File: src/sv/sfdop_pkg.sv
// Shared types and constants for the sample queue with drop-oldest overflow.
package sfdop_pkg;

  localparam int SAMPLE_W  = 16;
  localparam int FILL_W    = 13;
  localparam int TOTAL_W   = 32;
  localparam int LIMIT_W   = 13;
  localparam int CHUNK_W   = 7;
  localparam int CMD_W     = 2;
  localparam int CFG_IDX_W = 1;
  localparam int CFG_DAT_W = 13;
  localparam int OUT_TDATA_W = 112;

  // Command codes carried in the input tuser.
  localparam logic [CMD_W-1:0] CMD_PUSH  = 2'd0;
  localparam logic [CMD_W-1:0] CMD_POP   = 2'd1;
  localparam logic [CMD_W-1:0] CMD_STATS = 2'd2;

  // Result kinds carried in the output tuser.
  localparam logic KIND_POP   = 1'b0;
  localparam logic KIND_STATS = 1'b1;

  // Configuration register indexes.
  localparam logic [CFG_IDX_W-1:0] REG_QUEUE_LIMIT = 1'b0;
  localparam logic [CFG_IDX_W-1:0] REG_CHUNK_LEN   = 1'b1;

  // Commands from the controller to the datapath.
  typedef struct packed {
    logic load_in;
    logic do_push;
    logic pop_start;
    logic rd_issue;
    logic out_pop;
    logic pop_done;
    logic out_fail;
    logic out_stats;
  } ctrl_cmd_t;

  // Status from the datapath to the controller.
  typedef struct packed {
    logic [CMD_W-1:0] cmd_code;
    logic             pop_ok;
    logic             pop_last;
    logic             out_free;
  } dp_sts_t;

endpackage

File: src/sv/sfdop_ctrl.sv
// Sequencing state machine for the sample queue.
module sfdop_ctrl
  import sfdop_pkg::*;
(
  input  logic      clk_i,
  input  logic      rst_ni,
  input  logic      s_axis_tvalid,
  output logic      s_axis_tready,
  input  dp_sts_t   sts_i,
  output ctrl_cmd_t cmd_o
);

  localparam logic [2:0] ST_IDLE    = 3'd0;
  localparam logic [2:0] ST_DISP    = 3'd1;
  localparam logic [2:0] ST_FAIL    = 3'd2;
  localparam logic [2:0] ST_STATS   = 3'd3;
  localparam logic [2:0] ST_POP_RD  = 3'd4;
  localparam logic [2:0] ST_POP_OUT = 3'd5;

  logic [2:0] state_q, state_d;

  assign s_axis_tready = (state_q == ST_IDLE);

  always_comb begin
    cmd_o   = '0;
    state_d = state_q;
    unique case (state_q)
      ST_IDLE: begin
        if (s_axis_tvalid) begin
          cmd_o.load_in = 1'b1;
          state_d       = ST_DISP;
        end
      end
      ST_DISP: begin
        unique case (sts_i.cmd_code)
          CMD_PUSH: begin
            cmd_o.do_push = 1'b1;
            state_d       = ST_IDLE;
          end
          CMD_POP: begin
            if (sts_i.pop_ok) begin
              cmd_o.pop_start = 1'b1;
              state_d         = ST_POP_RD;
            end else begin
              state_d = ST_FAIL;
            end
          end
          CMD_STATS: state_d = ST_STATS;
          default:   state_d = ST_IDLE;
        endcase
      end
      ST_FAIL: begin
        if (sts_i.out_free) begin
          cmd_o.out_fail = 1'b1;
          state_d        = ST_IDLE;
        end
      end
      ST_STATS: begin
        if (sts_i.out_free) begin
          cmd_o.out_stats = 1'b1;
          state_d         = ST_IDLE;
        end
      end
      ST_POP_RD: begin
        cmd_o.rd_issue = 1'b1;
        state_d        = ST_POP_OUT;
      end
      ST_POP_OUT: begin
        if (sts_i.out_free) begin
          cmd_o.out_pop = 1'b1;
          if (sts_i.pop_last) begin
            cmd_o.pop_done = 1'b1;
            state_d        = ST_IDLE;
          end else begin
            state_d = ST_POP_RD;
          end
        end
      end
      default: state_d = ST_IDLE;
    endcase
  end

  always_ff @(posedge clk_i or negedge rst_ni) begin
    if (!rst_ni) begin
      state_q <= ST_IDLE;
    end else begin
      state_q <= state_d;
    end
  end

  // At most one result is loaded per cycle, and only into a free output register.
  a_one_load: assert property (@(posedge clk_i) disable iff (!rst_ni)
    $onehot0({cmd_o.out_pop, cmd_o.out_fail, cmd_o.out_stats}))
    else $error("more than one result loaded in a cycle");

  a_load_free: assert property (@(posedge clk_i) disable iff (!rst_ni)
    (cmd_o.out_pop || cmd_o.out_fail || cmd_o.out_stats) |-> sts_i.out_free)
    else $error("result loaded over a waiting word");

  // An input word is captured only on a completed handshake.
  a_load_on_accept: assert property (@(posedge clk_i) disable iff (!rst_ni)
    cmd_o.load_in |-> (s_axis_tvalid && s_axis_tready))
    else $error("input word loaded without a handshake");

endmodule

File: config.mk
export PLATFORM = sky130hd
export DESIGN_NAME = sfdop_ctrl
export DESIGN_NICKNAME = d
export VERILOG_FILES = /design/src/sv/sfdop_pkg.sv /design/src/sv/sfdop_ctrl.sv
export SDC_FILE = /design/constraint.sdc
export NUM_CORES = 1
export LEC_CHECK = 0
export BUFFER_PORTS_ARGS = -buffer_cell sky130_fd_sc_hd__buf_2
export CORE_AREA = 3 3 40 42
export CTS_BUF_LIST = sky130_fd_sc_hd__clkbuf_2
export CTS_CLUSTER_SIZE = 40
export DETAILED_ROUTE_END_ITERATION = 12
export DIE_AREA = 0 0 43 45
export HOLD_SLACK_MARGIN = 0.15
export PLACE_DENSITY = 0.44
export SLEW_MARGIN = 20
export SYNTH_ARGS = -nofsm -noshare
export SYNTH_HDL_FRONTEND = slang
export SYNTH_SLANG_ARGS = --single-unit
File: constraint.sdc
create_clock -name clk_i -period 2.5 [get_ports clk_i]
set_clock_uncertainty 0.2 [all_clocks]
set_input_delay 0 -clock clk_i [delete_from_list [all_inputs] [get_ports clk_i]]
set_output_delay 0 -clock clk_i [all_outputs]
set_load 0.1 [all_outputs]
==> Yosys cells after proc, flatten, opt, wreduce, memory -nomap -nowiden <==
Index checks and enable logic that the tools add are counted.
{ "op_classes": {"eq_ne": 10, "n_mux": 20, "reduce_logical": 4} }
{ "op_table": {"columns": ["op", "n"], "rows": [
  ["$mux 3", 5],
  ["$pmux 3 s5", 1],
  ["$mux 1", 10],
  ["$eq 3x2->1 const B", 2],
  ["$eq 3x3->1 const B", 2],
  ["$mux 2", 3],
  ["$pmux 3 s2", 1],
  ["$ne 2x2->1 const B", 2],
  ["$eq 3x1->1 const B", 1],
  ["$logic_not 3->1", 1],
  ["$reduce_and 3->1", 1],
  ["$eq 2x1->1 const B", 1],
  ["$eq 2x2->1 const B", 1],
  ["$logic_not 2->1", 1],
  ["$ne 2x1->1 const B", 1],
  ["$reduce_or 2->1", 1]
]} }
{ "word_totals": {"ff_bits": 3, "word_cells": 35} }

==> Depth between registers and ports, before layout <==
{ "depth": {"ltp_word": 4, "ltp_mapped": 5, "mapped_depth_nobuf": 5} }

==> Worst setup path after synthesis <==
OpenSTA, ideal clock, no wires.
{ "synth_path": {"path_kind": "register to output", "startpoint": "reg state_q[1]", "endpoint": "out cmd_o[1] (netlist bit)", "arrival_time_ns": 3.664, "required_time_ns": 2.300, "setup_slack_ns": -1.364, "path_stages_with_launch": 3, "path_cell_list": "dfrtp_1 -> inv_1 -> nor4b_1"} }
{ "synth_lines": {"columns": ["element", "line_no", "rtl"], "rows": [
  ["start: declaration", "sfdop_ctrl.sv:20", "logic [2:0] state_q, state_d;"],
  ["start signal: assignment", "sfdop_ctrl.sv:87", "state_q <= state_d;"],
  ["end: declaration", "sfdop_ctrl.sv:10", "output ctrl_cmd_t cmd_o"]
]} }

==> metrics.yaml <==
synth_edf_count: 0
synth_area_leaders: "dfrtp_1 24%, ha_1 16%, nor3_1 8.2%"
cts_tree: "built"
synth_cell_types: 21
tightest_slew_ns: 0.487
drv_slew: 0
regArea_sq_um: 75.1
largest_reg_flops: 3
synth_top_family_by_area: "simple AND/OR/NAND/NOR gates"
finalHoldViolCount: 0
ioPinCount: 17
largest_register: "state_q"
synth.area.mux_share_pct: 0
final_area_sq_um: 497
yosys_warnings: 0
status: "complete, no violations"
start_util_pct: 23.9
crit_type: "reg2out"
synth_area_per_cell_sq_um: 8.52
via_per_inst: 4.38
synth-simple-area-share_pct: 35.5
placeableCoreArea_sq_mm: 0.00128
final.setup.worst_slack_ns: 0.672
gp_congestion: 0.709
async_flop_share_pct: 100
first_iter_violations: 4
min_path_type: "in2reg"
clock_path_buffers: 2
ys_ff_latch: 3
grt_max_degree: 12
synth_top_area_cell: "dfrtp_1"
cts_root_buf: "clkbuf_2"
num_rows: 13
via_count: 333
postCtsSetupBuffers: 0
die_w_um: 43
place_ws_ns: 0.907
dieArea_sq_mm: 0.00194
synthTopCellsByCount: "5 x nor3_1, 4 x ha_1, 3 x dfrtp_1, 3 x inv_1"
crit_fanout: 11
antenna_cells: 0
p_leak_nw: 0.262
synthAdderAreaFrac_pct: 16.3
synth_area_sq_um: 307
setup_violations: 0
grt_pass1_wl_mm: 1.26
vdd_ir_drop_max_uv: 377
routedWlPerCell_um: 10.1
synth.most_common_cell: "nor3_1"
portBuffers: 16
hpwl_um: 572
synth_xor_area_share_pct: 0
drive_gt1_share_pct: 42.6
critPathCaptureType: "output port"
slew_headroom_pct: 67.7
antenna_left: 0
reg_top3: "state_q x3"
drtPass1Iterations: 3
synth_ff_type: "dfrtp_1"
antenna_found_initial: 0
die_h_um: 45
routed_wl_um: 766
clk_latency_ns: 0.21
p_per_area_mw_per_mm2: 1230
yosysTopAreaCellShare_pct: 24.5
cts_made_buffers: 3
drcViolationCount: 0
netlist_instances: 36
cpMaxStageDelayCell: "dfrtp_1"
fin_nets: 74
cts_sinks: 3
period_needed_ns: 1.83
critPathArrivalTime_ns: 1.63
placed_area_sq_um: 407
finalCritPeriodShare_pct: 73.1
critical_path_required_ns: 2.30
synth_compound_area_share_pct: 13.9
ys_seq_area_share_pct: 24.5
maxCapViolCount: 0
rsz0062_at_grt: "no"
overflow: 0
htree_levels: 1
first_global_vias: 304
worstPathCellList: "nand2b_1 -> nor2_2 -> and2_2 -> buf_2"
critPathLaunchType: "flop"
n_fill_cell: 137
area_growth_pct: 62.0
clock.fmax_mhz: 547
cts.clk_slew.worst_paths_ns: 0.05
mappedNetlistNets: 48
grt_usage_pct: 9.10
critical_path.max_stage_delay_ns: 0.57
multiInputGateArea_sq_um: 221
## metal layers
layer	vias to the layer above	routed length, um	GRT usage, %
met1	140	360	11.7
met2	14	322	11.7
met5	-	0	0
met4	0	17	7.23
met3	3	66	3.98
li1	176	-	-
## cells by family (layout without fill, tap and decap cells)
group           after synthesis  in the layout
fa+ha+maj                     4              4
flops                         3              3
simple gates                 18             18
compound gates                6              6
buf+inv                       5             30
## report_power, final
group	total (mW)	switching (mW)	internal, mW
combinational	0.416	0.321	0.0946
sequential	0.125	0.0574	0.0675
clock	0.0699	0.0277	0.0422
total	0.610	0.406	0.204
## placed cells by master (no fill, tap or decap)
cell           count
buf_2             16
dlygate4sd3_1      7
ha_1               4
clkbuf_2           4
inv_1              3
nor3_1             3
dfrtp_1            3
nand2b_1           2
nor3_2             2
nand2_1            2
nor4b_2            2
a21oi_1            2
nor2_1             1
nand3_1            1
nor2_2             1
and2_2             1
nor2b_1            1
o2111ai_1          1
or2b_1             1
nand3b_1           1
a311o_1            1
a31oi_1            1
a21o_1             1
## stage by stage
step,utilization [%],hold slack (ns),cells,power (mW),setup TNS (ns)
finish,38.7,0.213,76,0.610,0
floorplan,-,-0.496,36,0.484,-0.838
CTS,38.7,0.214,76,0.613,0
global placement,31.6,-0.401,65,0.526,0
detailed placement,31.6,-0.403,65,0.520,0
global route,38.7,0.253,76,0.639,0
## final timing paths
path / from / end / slack, ns / cells past startpoint
max in group asynchronous: rst_ni / state_q[1]$_DFFE_PN0P_ / 1.50 / 3
min in group asynchronous: rst_ni / state_q[0]$_DFFE_PN0P_ / 0.45 / 3
setup reg to reg: state_q[2]$_DFFE_PN0P_ / state_q[2]$_DFFE_PN0P_ / 0.68 / 4
hold reg to reg: state_q[1]$_DFFE_PN0P_ / state_q[0]$_DFFE_PN0P_ / 0.55 / 2
hold / removal: sts_i[4] / state_q[0]$_DFFE_PN0P_ / 0.21 / 5
setup / recovery: state_q[2]$_DFFE_PN0P_ / cmd_o[2] / 0.67 / 4
## worst max-delay path: cells and delay by family (launching register included)
family        cells  cell delay (ns)
buf+inv           1             0.41
simple gates      3             0.42
flops             1             0.57
## area by class of cell
| type | count | area share, % |
|---|---|---|
| multi-input cells | 28 | 44.6 |
| well taps | 15 | 3.78 |
| flip-flops and latches | 3 | 15.1 |
| clock buffers | 4 | 4.03 |
| inverters | 3 | 2.27 |
| repair buffers | 23 | 30.2 |
## repair_timing
action / CTS / global route
resized for setup: 0 / 0
hold buffers: 7 / 0
endpoints found under the hold margin: 6 / 0
Power figures use the tool's default switching activity.
